## src/rtl/rds_pkg.sv

```systemverilog
// ----------------------------------------------------------------------------
// rds_pkg
// sizes, field types and state codes of the room dispatch scheduler
// ----------------------------------------------------------------------------
package rds_pkg;

  localparam int ROOMS   = 16;
  localparam int ROOM_W  = (ROOMS > 1) ? $clog2(ROOMS) : 1;
  localparam int NUM_W   = $clog2(ROOMS + 1);
  localparam int TIME_W  = 32;
  localparam int END_W   = 48;
  localparam int CNT_W   = 32;
  localparam int FIELD_ROOM_W = 4;
  localparam int CFG_W   = 5;

  localparam logic [CFG_W-1:0] ROOMS_RESET = CFG_W'(16);
  localparam logic [END_W-1:0] END_MAX     = '1;
  localparam logic [CNT_W-1:0] COUNT_MAX   = '1;

  typedef enum logic [1:0] {
    ST_IDLE,
    ST_SCAN,
    ST_DONE
  } state_t;

endpackage

```

## src/rtl/rds_if.sv

```systemverilog
// ----------------------------------------------------------------------------
// rds request and result channels
// valid/ready channels carrying a booking request and its result
// ----------------------------------------------------------------------------
interface rds_req_if;
  logic                                valid;
  logic                                ready;
  logic [rds_pkg::TIME_W-1:0]          start_time;
  logic [rds_pkg::TIME_W-1:0]          end_time;

  modport source (output valid, output start_time, output end_time, input ready);
  modport sink   (input valid, input start_time, input end_time, output ready);
endinterface

interface rds_res_if;
  logic                                valid;
  logic                                ready;
  logic [rds_pkg::FIELD_ROOM_W-1:0]    assigned_room;
  logic [rds_pkg::END_W-1:0]           actual_end;
  logic                                was_delayed;
  logic [rds_pkg::FIELD_ROOM_W-1:0]    most_booked_room;
  logic                                bad_request;

  modport source (output valid, output assigned_room, output actual_end,
                  output was_delayed, output most_booked_room, output bad_request,
                  input ready);
  modport sink   (input valid, input assigned_room, input actual_end,
                  input was_delayed, input most_booked_room, input bad_request,
                  output ready);
endinterface

```

## src/rtl/room_dispatch_scheduler_unit.sv

```systemverilog
// ----------------------------------------------------------------------------
// room_dispatch_scheduler_unit
// assigns booking requests to rooms and tracks the most-booked room
// ----------------------------------------------------------------------------
// Each booking item is accepted in the idle state, the scan state walks the
// active rooms (rooms_in_use clamped to 1..16) through the single read port
// of the room table one room per cycle, and the done state settles the choice
// and writes the room back. The table holds busy-until time and booking count
// per room in a synchronous memory; per-room valid flags make it read as zero
// after reset, so no clearing pass is needed. Requests must arrive in rising
// start order. A request whose end is not after its start comes back flagged
// and changes nothing. The result sits in an output register, so a new item
// is taken as soon as the previous one has been written back, even if its
// result has not been collected. The user must write rooms_in_use through
// cfg_we/cfg_wdata only while idle; the block itself does not enforce it.
// ----------------------------------------------------------------------------
module room_dispatch_scheduler_unit (
  input  logic                        clk,
  input  logic                        rst,
  rds_req_if.sink                     req,
  rds_res_if.source                   res,
  input  logic                        cfg_we,
  input  logic [rds_pkg::CFG_W-1:0]   cfg_wdata
);

  // room table, read once per cycle and written at most once per cycle
  logic [rds_pkg::END_W-1:0] busy_mem [rds_pkg::ROOMS];
  logic [rds_pkg::CNT_W-1:0] cnt_mem  [rds_pkg::ROOMS];
  logic [rds_pkg::ROOMS-1:0] ent_vld;

  logic [rds_pkg::ROOM_W-1:0] rd_addr;
  logic [rds_pkg::END_W-1:0]  rd_busy;
  logic [rds_pkg::CNT_W-1:0]  rd_cnt;
  logic                       rd_vld;
  logic [rds_pkg::END_W-1:0]  cur_busy;
  logic [rds_pkg::CNT_W-1:0]  cur_cnt;

  // control
  rds_pkg::state_t state, state_next;
  logic [rds_pkg::CFG_W-1:0]  rooms_in_use;
  logic [rds_pkg::NUM_W-1:0]  n_cur;
  logic [rds_pkg::NUM_W-1:0]  n_clamp;
  logic [rds_pkg::ROOM_W-1:0] idx;
  logic                       scan_last;
  logic                       accept;
  logic                       done_go;
  logic                       out_vld;

  // request held for the scan
  logic [rds_pkg::TIME_W-1:0] s_reg;
  logic [rds_pkg::TIME_W-1:0] e_reg;
  logic                       bad_reg;

  // scan accumulators
  logic                       found;
  logic [rds_pkg::ROOM_W-1:0] free_room;
  logic [rds_pkg::CNT_W-1:0]  free_cnt;
  logic [rds_pkg::END_W-1:0]  min_bu;
  logic [rds_pkg::ROOM_W-1:0] min_room;
  logic [rds_pkg::CNT_W-1:0]  min_cnt;
  logic [rds_pkg::CNT_W-1:0]  max_cnt;
  logic [rds_pkg::ROOM_W-1:0] max_room;

  // decision
  logic [rds_pkg::ROOM_W-1:0] sel_room;
  logic [rds_pkg::CNT_W-1:0]  sel_cnt;
  logic [rds_pkg::CNT_W-1:0]  new_cnt;
  logic [rds_pkg::TIME_W-1:0] dur;
  logic [rds_pkg::END_W:0]    late_sum;
  logic [rds_pkg::END_W-1:0]  fin;
  logic [rds_pkg::ROOM_W-1:0] top_room;

  // output register
  logic [rds_pkg::FIELD_ROOM_W-1:0] o_room;
  logic [rds_pkg::END_W-1:0]        o_end;
  logic                             o_delayed;
  logic [rds_pkg::FIELD_ROOM_W-1:0] o_top;
  logic                             o_bad;

  // ---------------------------------------------------------------- config
  always_ff @(posedge clk) begin
    if (rst) begin
      rooms_in_use <= rds_pkg::ROOMS_RESET;
    end else if (cfg_we) begin
      rooms_in_use <= cfg_wdata;
    end
  end

  // zero acts as one, anything past the table acts as the full table
  always_comb begin
    if (rooms_in_use == '0) begin
      n_clamp = rds_pkg::NUM_W'(1);
    end else if (32'(rooms_in_use) > rds_pkg::ROOMS) begin
      n_clamp = rds_pkg::NUM_W'(rds_pkg::ROOMS);
    end else begin
      n_clamp = rds_pkg::NUM_W'(rooms_in_use);
    end
  end

  // ---------------------------------------------------------------- state machine
  always_ff @(posedge clk) begin
    if (rst) begin
      state <= rds_pkg::ST_IDLE;
    end else begin
      state <= state_next;
    end
  end

  assign scan_last = (rds_pkg::NUM_W'(idx) == n_cur - rds_pkg::NUM_W'(1));

  always_comb begin
    state_next = state;
    req.ready  = 1'b0;
    done_go    = 1'b0;
    rd_addr    = '0;
    case (state)
      rds_pkg::ST_IDLE: begin
        req.ready = 1'b1;
        rd_addr   = '0;
        if (req.valid) begin
          state_next = rds_pkg::ST_SCAN;
        end
      end
      rds_pkg::ST_SCAN: begin
        rd_addr = idx + rds_pkg::ROOM_W'(1);
        if (scan_last) begin
          state_next = rds_pkg::ST_DONE;
        end
      end
      rds_pkg::ST_DONE: begin
        // wait only while an older result is still unclaimed
        if (!out_vld || res.ready) begin
          done_go    = 1'b1;
          state_next = rds_pkg::ST_IDLE;
        end
      end
      default: begin
        state_next = rds_pkg::ST_IDLE;
      end
    endcase
  end

  assign accept = req.valid && req.ready;

  // ---------------------------------------------------------------- room table
  always_ff @(posedge clk) begin
    if (done_go && !bad_reg) begin
      busy_mem[sel_room] <= fin;
      cnt_mem[sel_room]  <= new_cnt;
    end
    rd_busy <= busy_mem[rd_addr];
    rd_cnt  <= cnt_mem[rd_addr];
    rd_vld  <= ent_vld[rd_addr];
  end

  // entries never written read as zero
  always_ff @(posedge clk) begin
    if (rst) begin
      ent_vld <= '0;
    end else if (done_go && !bad_reg) begin
      ent_vld[sel_room] <= 1'b1;
    end
  end

  assign cur_busy = rd_vld ? rd_busy : '0;
  assign cur_cnt  = rd_vld ? rd_cnt  : '0;

  // ---------------------------------------------------------------- scan
  always_ff @(posedge clk) begin
    if (accept) begin
      s_reg   <= req.start_time;
      e_reg   <= req.end_time;
      bad_reg <= (req.end_time <= req.start_time);
      n_cur   <= n_clamp;
      idx     <= '0;
    end else if (state == rds_pkg::ST_SCAN) begin
      idx <= idx + rds_pkg::ROOM_W'(1);
      if (idx == '0) begin
        // first room seeds every running choice
        found     <= (cur_busy <= rds_pkg::END_W'(s_reg));
        free_room <= '0;
        free_cnt  <= cur_cnt;
        min_bu    <= cur_busy;
        min_room  <= '0;
        min_cnt   <= cur_cnt;
        max_cnt   <= cur_cnt;
        max_room  <= '0;
      end else begin
        // lowest free room wins
        if (!found && (cur_busy <= rds_pkg::END_W'(s_reg))) begin
          found     <= 1'b1;
          free_room <= idx;
          free_cnt  <= cur_cnt;
        end
        // earliest to free up, strict so ties keep the lower index
        if (cur_busy < min_bu) begin
          min_bu   <= cur_busy;
          min_room <= idx;
          min_cnt  <= cur_cnt;
        end
        if (cur_cnt > max_cnt) begin
          max_cnt  <= cur_cnt;
          max_room <= idx;
        end
      end
    end
  end

  // ---------------------------------------------------------------- decision
  assign sel_room = found ? free_room : min_room;
  assign sel_cnt  = found ? free_cnt  : min_cnt;
  assign new_cnt  = (sel_cnt == rds_pkg::COUNT_MAX) ? sel_cnt
                                                    : sel_cnt + rds_pkg::CNT_W'(1);
  assign dur      = e_reg - s_reg;
  assign late_sum = {1'b0, min_bu} + (rds_pkg::END_W + 1)'(dur);

  always_comb begin
    if (found) begin
      fin = rds_pkg::END_W'(e_reg);
    end else if (late_sum[rds_pkg::END_W]) begin
      fin = rds_pkg::END_MAX;  // saturate
    end else begin
      fin = late_sum[rds_pkg::END_W-1:0];
    end
  end

  // only the booked room changes count, so compare it against the old leader
  always_comb begin
    top_room = max_room;
    if (!bad_reg) begin
      if ((new_cnt > max_cnt) || ((new_cnt == max_cnt) && (sel_room < max_room))) begin
        top_room = sel_room;
      end
    end
  end

  // ---------------------------------------------------------------- result
  always_ff @(posedge clk) begin
    if (rst) begin
      out_vld <= 1'b0;
    end else if (done_go) begin
      out_vld <= 1'b1;
    end else if (res.ready) begin
      out_vld <= 1'b0;
    end
  end

  always_ff @(posedge clk) begin
    if (done_go) begin
      o_bad <= bad_reg;
      o_top <= rds_pkg::FIELD_ROOM_W'(top_room);
      if (bad_reg) begin
        o_room    <= '0;
        o_end     <= '0;
        o_delayed <= 1'b0;
      end else begin
        o_room    <= rds_pkg::FIELD_ROOM_W'(sel_room);
        o_end     <= fin;
        o_delayed <= !found;
      end
    end
  end

  assign res.valid            = out_vld;
  assign res.assigned_room    = o_room;
  assign res.actual_end       = o_end;
  assign res.was_delayed      = o_delayed;
  assign res.most_booked_room = o_top;
  assign res.bad_request      = o_bad;

endmodule

```

## src/flat_wrapper.sv

```systemverilog
// flat-port wrapper written by rule: the top's interface ports become plain ports
module room_dispatch_scheduler_unit_flat 
  (clk, rst, cfg_we, cfg_wdata, req_valid, req_start_time, req_end_time, req_ready, res_valid, res_assigned_room, res_actual_end, res_was_delayed, res_most_booked_room, res_bad_request, res_ready);
  rds_req_if req_i ();
  rds_res_if res_i ();
  input  logic clk;
  input  logic rst;
  input  logic cfg_we;
  input  logic [rds_pkg::CFG_W-1:0] cfg_wdata;
  input wire logic [$bits(req_i.valid)-1:0] req_valid;
  input wire logic [$bits(req_i.start_time)-1:0] req_start_time;
  input wire logic [$bits(req_i.end_time)-1:0] req_end_time;
  output wire logic [$bits(req_i.ready)-1:0] req_ready;
  output wire logic [$bits(res_i.valid)-1:0] res_valid;
  output wire logic [$bits(res_i.assigned_room)-1:0] res_assigned_room;
  output wire logic [$bits(res_i.actual_end)-1:0] res_actual_end;
  output wire logic [$bits(res_i.was_delayed)-1:0] res_was_delayed;
  output wire logic [$bits(res_i.most_booked_room)-1:0] res_most_booked_room;
  output wire logic [$bits(res_i.bad_request)-1:0] res_bad_request;
  input wire logic [$bits(res_i.ready)-1:0] res_ready;
  assign req_i.valid = req_valid;
  assign req_i.start_time = req_start_time;
  assign req_i.end_time = req_end_time;
  assign req_ready = req_i.ready;
  assign res_valid = res_i.valid;
  assign res_assigned_room = res_i.assigned_room;
  assign res_actual_end = res_i.actual_end;
  assign res_was_delayed = res_i.was_delayed;
  assign res_most_booked_room = res_i.most_booked_room;
  assign res_bad_request = res_i.bad_request;
  assign res_i.ready = res_ready;
  room_dispatch_scheduler_unit u_core (.clk(clk), .rst(rst), .req(req_i), .res(res_i), .cfg_we(cfg_we), .cfg_wdata(cfg_wdata));
endmodule
```

## config.mk

```make
export PLATFORM = sky130hd
export DESIGN_NAME = room_dispatch_scheduler_unit_flat
export DESIGN_NICKNAME = d
export VERILOG_FILES = /design/src/rtl/rds_pkg.sv /design/src/rtl/rds_if.sv /design/src/rtl/room_dispatch_scheduler_unit.sv /design/src/flat_wrapper.sv
export SDC_FILE = /design/constraint.sdc
export NUM_CORES = 2
export LEC_CHECK = 0
export BUFFER_PORTS_ARGS = -buffer_cell sky130_fd_sc_hd__buf_2
export CORE_MARGIN = 2
export CORE_UTILIZATION = 35
export CTS_BUF_LIST = sky130_fd_sc_hd__clkbuf_4 sky130_fd_sc_hd__clkbuf_8
export DETAILED_ROUTE_END_ITERATION = 8
export PLACE_DENSITY_LB_ADDON = 0.05
export SLEW_MARGIN = 10
export SYNTH_ARGS = -nofsm -noshare
export SYNTH_HDL_FRONTEND = slang
export SYNTH_SLANG_ARGS = --single-unit
```

## constraint.sdc

```tcl
create_clock -name clk -period 5.6 [get_ports clk]
set_input_delay 1.12 -clock clk [delete_from_list [all_inputs] [get_ports clk]]
set_output_delay 1.12 -clock clk [all_outputs]
set_load 0.05 [all_outputs]
```

Word-level counts from Yosys, hierarchy flattened
Memories as Yosys holds them, arrays and structs flattened. A register that Yosys moved wholly into a read port is not among the register bits.
Cells that the tools add are included.
{"block": "classes", "n_addsub": 5, "n_mul": 0, "n_div": 0, "order_cmp": 10, "n_eq_ne": 8, "shifts": 0, "muxes": 39, "bitwise_logic": 2, "reduce_logical": 22}
{"op": "two-way mux 32 bit", "count": 9}
{"op": "two-way mux 48 bit", "count": 5}
{"op": "> comparator 32 bit", "count": 2}
{"op": "adder 48 x 32 -> 49 bit", "count": 1}
{"op": "less-or-equal comparator 48 x 32 -> 1 bit", "count": 1}
{"op": "less-than comparator 48 bit", "count": 1}
{"op": "adder 32 x 1 -> 32 bit, second input constant", "count": 1}
{"op": "== test 32 bit", "count": 1}
{"op": "== test 32 bit, second input constant", "count": 1}
{"op": "less-or-equal comparator 32 bit", "count": 1}
{"op": "subtractor 32 bit", "count": 1}
{"op": "two-way mux 4 bit", "count": 7}
{"op": "OR 16 bit", "count": 1}
{"op": "AND reduction 3 bit", "count": 4}
{"op": "two-way mux 1 bit", "count": 11}
{"op": "less-than comparator 4 x 5 -> 1 bit, second input constant", "count": 2}
{"op": "nonzero test 2 bit", "count": 4}
{"op": "two-way mux 2 bit", "count": 3}
{"op": "one-hot mux 2 bit (3 select lines)", "count": 1}
{"op": "== test 4 x 5 -> 1 bit", "count": 1}
{"op": "> comparator 5 bit, second input constant", "count": 1}
{"op": "logical AND 1 bit", "count": 5}
{"op": "zero test 5 bit", "count": 1}
{"op": "two-way mux 5 bit", "count": 1}
{"op": "16 further kinds", "count": 20}
{"block": "totals", "regBits": 314, "latch_bits": 0, "mem_bits_rw": 1280, "mem_bits_ro": 0, "output_inout_bits": 60, "mem_count": 2}
{"name": "u_core.busy_mem", "words": 16, "word_bits": 48, "rd": 1, "rd_clocked_by_memory_dff": 1, "wr": 1, "line_no": "room_dispatch_scheduler_unit.sv:27", "source": "logic [rds_pkg::END_W-1:0] busy_mem [rds_pkg::ROOMS];"}
{"name": "u_core.cnt_mem", "words": 16, "word_bits": 32, "rd": 1, "rd_clocked_by_memory_dff": 1, "wr": 1, "line_no": "room_dispatch_scheduler_unit.sv:28", "source": "logic [rds_pkg::CNT_W-1:0] cnt_mem [rds_pkg::ROOMS];"}

Logic depth before layout (Yosys ltp)
{"block": "logic_depth", "ltp_word": 8, "ltp_mapped": 26, "mapped_depth_nobuf": 22}

Worst setup path after synthesis
OpenSTA, ideal clock, no wires.
{"block": "synth_timing", "path_type": "register -> register", "from": "register u_core.found", "to": "register u_core.o_top, in the netlist u_core.res.most_booked_room[0], data pin", "setup_time_ps": 260, "t_arrival_ps": 5853, "required_ps": 5340, "slack_ps": -513, "path_stages_with_launch": 27, "n_path_buf": 8, "period_less_slack_ps": 6113, "path_cell_list": "edfxtp_1 -> buf_2 -> buf_2 -> buf_4 -> buf_2 -> buf_2 -> buf_2 -> mux2_2 -> ha_1 -> nor2b_1 -> and4_1 -> buf_2 -> a31oi_4 -> and3_1 -> clkbuf_1 -> nand3_1 -> xor2_1 -> mux2i_1 -> ha_1 -> a21o_1 -> a21o_1 -> a21oi_1 -> o21ai_0 -> a211oi_1 -> o21ai_0 -> o221ai_1 -> mux2_2"}
{"block": "synth_between", "elab_chain_cells": 8}
{"item": "start: declaration", "line_no": "room_dispatch_scheduler_unit.sv:55", "source": "logic found;"}
{"item": "start signal: assignment", "line_no": "room_dispatch_scheduler_unit.sv:180", "source": "found <= (cur_busy <= rds_pkg::END_W'(s_reg));"}
{"item": "two-way mux 32 bit *", "line_no": "room_dispatch_scheduler_unit.sv:211", "source": "assign sel_cnt = found ? free_cnt : min_cnt;"}
{"item": "adder 32 x 1 -> 32 bit / == test 32 bit (equally long branches)", "line_no": "room_dispatch_scheduler_unit.sv:213, room_dispatch_scheduler_unit.sv:212"}
{"item": "two-way mux 32 bit *", "line_no": "room_dispatch_scheduler_unit.sv:212", "source": "assign new_cnt = (sel_cnt == rds_pkg::COUNT_MAX) ? sel_cnt"}
{"item": "named net u_core.new_cnt, one bit", "line_no": "room_dispatch_scheduler_unit.sv:67", "source": "logic [rds_pkg::CNT_W-1:0] new_cnt;"}
{"item": "branches (longest 2 deep; another with > comparator 32 bit)"}
{"item": "logical OR 1 bit *", "line_no": "room_dispatch_scheduler_unit.sv:231", "source": "if ((new_cnt > max_cnt) || ((new_cnt == max_cnt) && (sel_room < max_room))) begin"}
{"item": "two-way mux 4 bit *", "line_no": "room_dispatch_scheduler_unit.sv:231"}
{"item": "two-way mux 4 bit *", "line_no": "room_dispatch_scheduler_unit.sv:230", "source": "if (!bad_reg) begin"}
{"item": "named net u_core.top_room, one bit", "line_no": "room_dispatch_scheduler_unit.sv:71", "source": "logic [rds_pkg::ROOM_W-1:0] top_room;"}
{"item": "end signal: assignment", "line_no": "room_dispatch_scheduler_unit.sv:251", "source": "o_top <= rds_pkg::FIELD_ROOM_W'(top_room);"}
{"item": "end: declaration", "line_no": "room_dispatch_scheduler_unit.sv:77", "source": "logic [rds_pkg::FIELD_ROOM_W-1:0] o_top;"}
Mark *: on every way through the listed nets, which the timed path passes.
A chain may end at the register's enable or synchronous reset.

Worst setup path after layout
{"block": "layout_timing", "from": "register u_core.e_reg[2] (netlist name)", "to": "memory u_core.busy_mem[3][45] (netlist name), data pin"}
{"block": "layout_between", "elab_chain_cells": 4}
{"item": "start: declaration", "line_no": "room_dispatch_scheduler_unit.sv:51", "source": "logic [rds_pkg::TIME_W-1:0] e_reg;"}
{"item": "start signal: assignment", "line_no": "room_dispatch_scheduler_unit.sv:172", "source": "e_reg <= req.end_time;"}
{"item": "subtractor 32 bit", "line_no": "room_dispatch_scheduler_unit.sv:214", "source": "assign dur = e_reg - s_reg;"}
{"item": "adder 48 x 32 -> 49 bit", "line_no": "room_dispatch_scheduler_unit.sv:215", "source": "assign late_sum = {1'b0, min_bu} + (rds_pkg::END_W + 1)'(dur);"}
{"item": "two-way mux 48 bit", "line_no": "room_dispatch_scheduler_unit.sv:220", "source": "end else if (late_sum[rds_pkg::END_W]) begin"}
{"item": "two-way mux 48 bit", "line_no": "room_dispatch_scheduler_unit.sv:218", "source": "if (found) begin"}
{"item": "named net u_core.fin, one bit", "line_no": "room_dispatch_scheduler_unit.sv:70", "source": "logic [rds_pkg::END_W-1:0] fin;"}
{"item": "end: declaration", "line_no": "room_dispatch_scheduler_unit.sv:27"}
The timed path passes the listed nets, and every way through them passes these cells.

==> impl_results.md <==
- Root buffer cell: clkbuf_8
- Clock-pin slew of the registers on the worst-case setup and hold paths: 0.06 ns
- # fillers: 19400
- Largest net degree at the start of global routing: 140
- Cells after Synth: 5488
- Mux share of post-synthesis cell area: 0.604%
- Tightest Hold Check Type: input port to flop
- I/O Buffers: 133
- Max_cap viols: 0
- First-pass GRT wire length: 321 mm
- Post-synthesis sequential area ratio: 67.8%
- Final setup violation count: 0
- Number of flops mapped to enable cells by yosys: 1565
- CTS buffer count: 318
- Area grow syn2layout: 17.1%
- Worst path top cell family by delay: simple AND/OR/NAND/NOR gates
- TritonCTS clock tree: done
- Ys async rst share: 0%
- CP Class: flop to flop
- Post-route setup TNS: 0 ns
- Synth unique cells: 90
- Critical path depth: 23
- Final wirelength: 222 mm
- Maximum vdd drop: 0.280 mV
- Syn avg cell area: 13.2 um^2
- Clock sink count: 1674
- Mean routed wirelength per cell: 25.0 um
- Initial Util: 35.1%
- Post-Synth XOR/XNOR Area: 1.20%
- Sw Ratio: 28.8%
- F_max: 184 MHz
- Die Y: 459 um
- CP endpoint kind: flop
- Crit. Startpoint: u_core.e_reg[2]
- 1st-pass router iterations: 5
- Largest family of logic cells by synthesized area: compound AO/OA/AOI/OAI gates
- Synth Flop Type: edfxtp_1
- Compound-Gate Fraction of Synth Area: 12.7%
- DIE WIDTH: 459 um
- Clk_lat worst skew: 1.05 ns
- Antenna-violating nets left: 0
- Relative slew slack: 23.1%
- Required time of the critical path: 6.35 ns
- Hpwl dp: 124 mm
- Outcome: finished clean
- Vias in the first global route: 46700
- Critical path data arrival time: 6.19 ns
- Placement row count: 167
- Via/cell ratio: 5.25
- Non-Filler Instances: 8853
- Crit path top cell by count: buf_4
- Post-Place Cells: 8273
- Clock Path Buffers: 4
- Gr ovfl total: 0
- Slowest cell on crit path: or4b_4
- Power density over the cells: 400 mW/mm^2
- Iteration-0 DRC Markers: 3053
- Sequential share of power: 45.5%
- RePlAce Congestion: 0.887
- Slew of the pin with the lowest slew margin: 1.15 ns
- Fin. Hold Viols: 0
- Largest regs: u_core.busy_mem: 768 flops, u_core.cnt_mem: 512 flops
- Die footprint: 0.211 mm^2
- Synth Register Bits: 1674
- Crit-path max cell delay: 0.50 ns
- Launch point of the worst reg-to-reg path: u_core.e_reg[2]
- Worst hold stages: 1
- Startpoint Class: flop
- Net count after synthesis: 5813
- Initial antenna violation count: 15
- Max FO, Critical Path: 8
- Crit path cell chain: ha_1, buf_4, o21a_1, o31a_1, o41a_1, buf_4, o211ai_1, buf_4, nand2_1, or2_1, xor2_1, ha_1, inv_1, nor4_4, or4b_4, nand4_4, a211oi_4, o21ai_4, buf_6, and4_1, and3_4, nor3_4, clkbuf_16
- DRC violations left: 0
- CP Buf/Inv Count: 6
- WHS: 0.281 ns
- Io pins: 134
- Switching power: 9.79 mW
- Pre-CTS setup slack: -0.298 ns
- Fin crit period: 5.44 ns
- Largest Register: u_core.busy_mem
- Worst hold start: req_end_time[29]
- Post-route clock period utilization: 97.2%
- Core area: 0.207 mm^2
- Max FFs per register: 768
- Clock share of power: 35.1%
- Synth Warn #: 0
- Slew Limit Fails: 0
- Fin nets: 6231
- Via count: 46500
- Final Skew: 0.0690 ns
- Pint: 24.2 mW
- Final core occ: 41.1%
- Setup WS post-layout: 0.159 ns
- Post-Synth Adder-Cell Area: 4.35%
- Layout cells sized above 1: 17.2%
- Post-Syn Area: 0.0725 mm^2
- GRT Total Usage: 20.6%
- Pleak: 30.2 nW
- Comb pwr share: 19.3%
- Synth Area in Simple Gates: 10.7%
- Worst Reg-to-Reg Cells: 23
- H-tree Lvls: 5
## worst reg2reg max path, stage by stage, from the launching register on
cell and delay, ns:
edfxtp_1 0.41, ha_1 0.32, buf_4 0.15, o21a_1 0.17
o31a_1 0.12, o41a_1 0.39, buf_4 0.16, o211ai_1 0.15
buf_4 0.15, nand2_1 0.06, or2_1 0.27, xor2_1 0.17
ha_1 0.35, inv_1 0.11, nor4_4 0.30, or4b_4 0.50
nand4_4 0.14, a211oi_4 0.09, o21ai_4 0.31, buf_6 0.20
and4_1 0.22, and3_4 0.21, nor3_4 0.06, clkbuf_16 0.18
## final cells by class
type | count | area [um^2] | area share (%)
diodes | 4 | 10.0 | 0.0118
well taps | 2704 | 3380 | 3.98
multi-input cells | 3312 | 22000 | 25.9
repair buffers | 411 | 3360 | 3.96
clock inverters | 67 | 348 | 0.410
inverters | 189 | 711 | 0.837
clock buffers | 492 | 5930 | 6.99
flip-flops and latches | 1674 | 49200 | 57.9
## stage by stage
stage	total power, mW	area [um^2]
5_1_grt	35.7	84900
4_1_cts	34.3	84400
3_5_place_dp	22.2	78100
2_1_floorplan	19.5	72600
3_3_place_gp	22.2	78100
6_report	34.0	84900
## cell families after synthesis
group,Yosys count
xor+xnor,99
compound gates,1318
simple gates,1601
flops,1674
mux,43
fa+ha+maj,251
buf+inv,502
## what timing repair did
item,in CTS,in global routing
resized for setup,12,71
hold buffers,0,0
pin swaps,0,28
endpoints found under the setup margin,271,809
gates cloned,0,3
buffers inserted,0,15
## Yosys cell counts, drive strengths merged (6+ instances only)
library cell  instances  share of area, %
a21o                 91              0.94
edfxtp             1565                65
xnor2                54              0.65
o21bai                7             0.072
a211oi              429               4.4
and3                 25              0.22
inv                 188              0.97
nor3                 35              0.30
a221oi                7              0.10
nand2b               23              0.20
a31oi               177               1.6
and2                113              0.97
o21ai                61              0.45
nor4                  9             0.095
nor2                153              0.80
o211ai               11              0.11
o21a                 16              0.17
ha                  249               4.3
a311oi              163               2.0
dfxtp               109               3.0
mux2                  6             0.093
nand4                47              0.41
buf                  29              0.22
nor2b               348               3.0
clkbuf              284               1.5
nand3b               14              0.14
nand3                52              0.38
xor2                 45              0.54
and4                  8             0.097
a21oi               290               2.0
a2bb2oi              10              0.13
nand2               754               3.9
mux2i                37              0.51
## power groups by stage
stage | Clock, mW | Combinational [mW] | Sequential, mW
2_1_floorplan | 0 | 3.92 | 15.6
3_3_place_gp | 0 | 6.44 | 15.7
3_5_place_dp | 0 | 6.44 | 15.7
4_1_cts | 12.3 | 6.49 | 15.5
5_1_grt | 12.9 | 7.28 | 15.5
6_report | 11.9 | 6.56 | 15.5
## path summary, 6_finish.rpt
check	endpoint	slack, ns
setup reg to reg	u_core.busy_mem[3][45]	0.16
hold / removal	u_core.e_reg[29]	0.28
hold reg to reg	u_core.ent_vld[6]	0.46
setup / recovery	u_core.busy_mem[3][45]	0.16
## layout by cell type (no fill, tap or decap), types with 50 or more instances in the layout
cell type     n
inv_1       184
nor2b_1     346
a21oi_1     277
nor2_1      131
a211oi_1    426
o21ai_0      51
buf_4       221
xnor2_1      50
dfxtp_1     107
and2_1      112
a21o_1       91
edfxtp_1   1565
a311oi_1    163
buf_2       134
clkbuf_8    358
nand2_1     749
clkbuf_4    134
ha_1        247
a31oi_1     174
## routing by layer
| layer | wire [um] | track usage (%) | up-vias | share of wire, % |
|---|---|---|---|---|
| met5 | 10 | 0 | - | 0.0045 |
| met1 | 105000 | 29.1 | 23500 | 47 |
| met4 | 4100 | 5.06 | 2 | 1.8 |
| li1 | - | - | 21700 | - |
| met3 | 9220 | 3.03 | 293 | 4.2 |
| met2 | 103000 | 33.4 | 1022 | 47 |
Power figures use the tool's default switching activity.
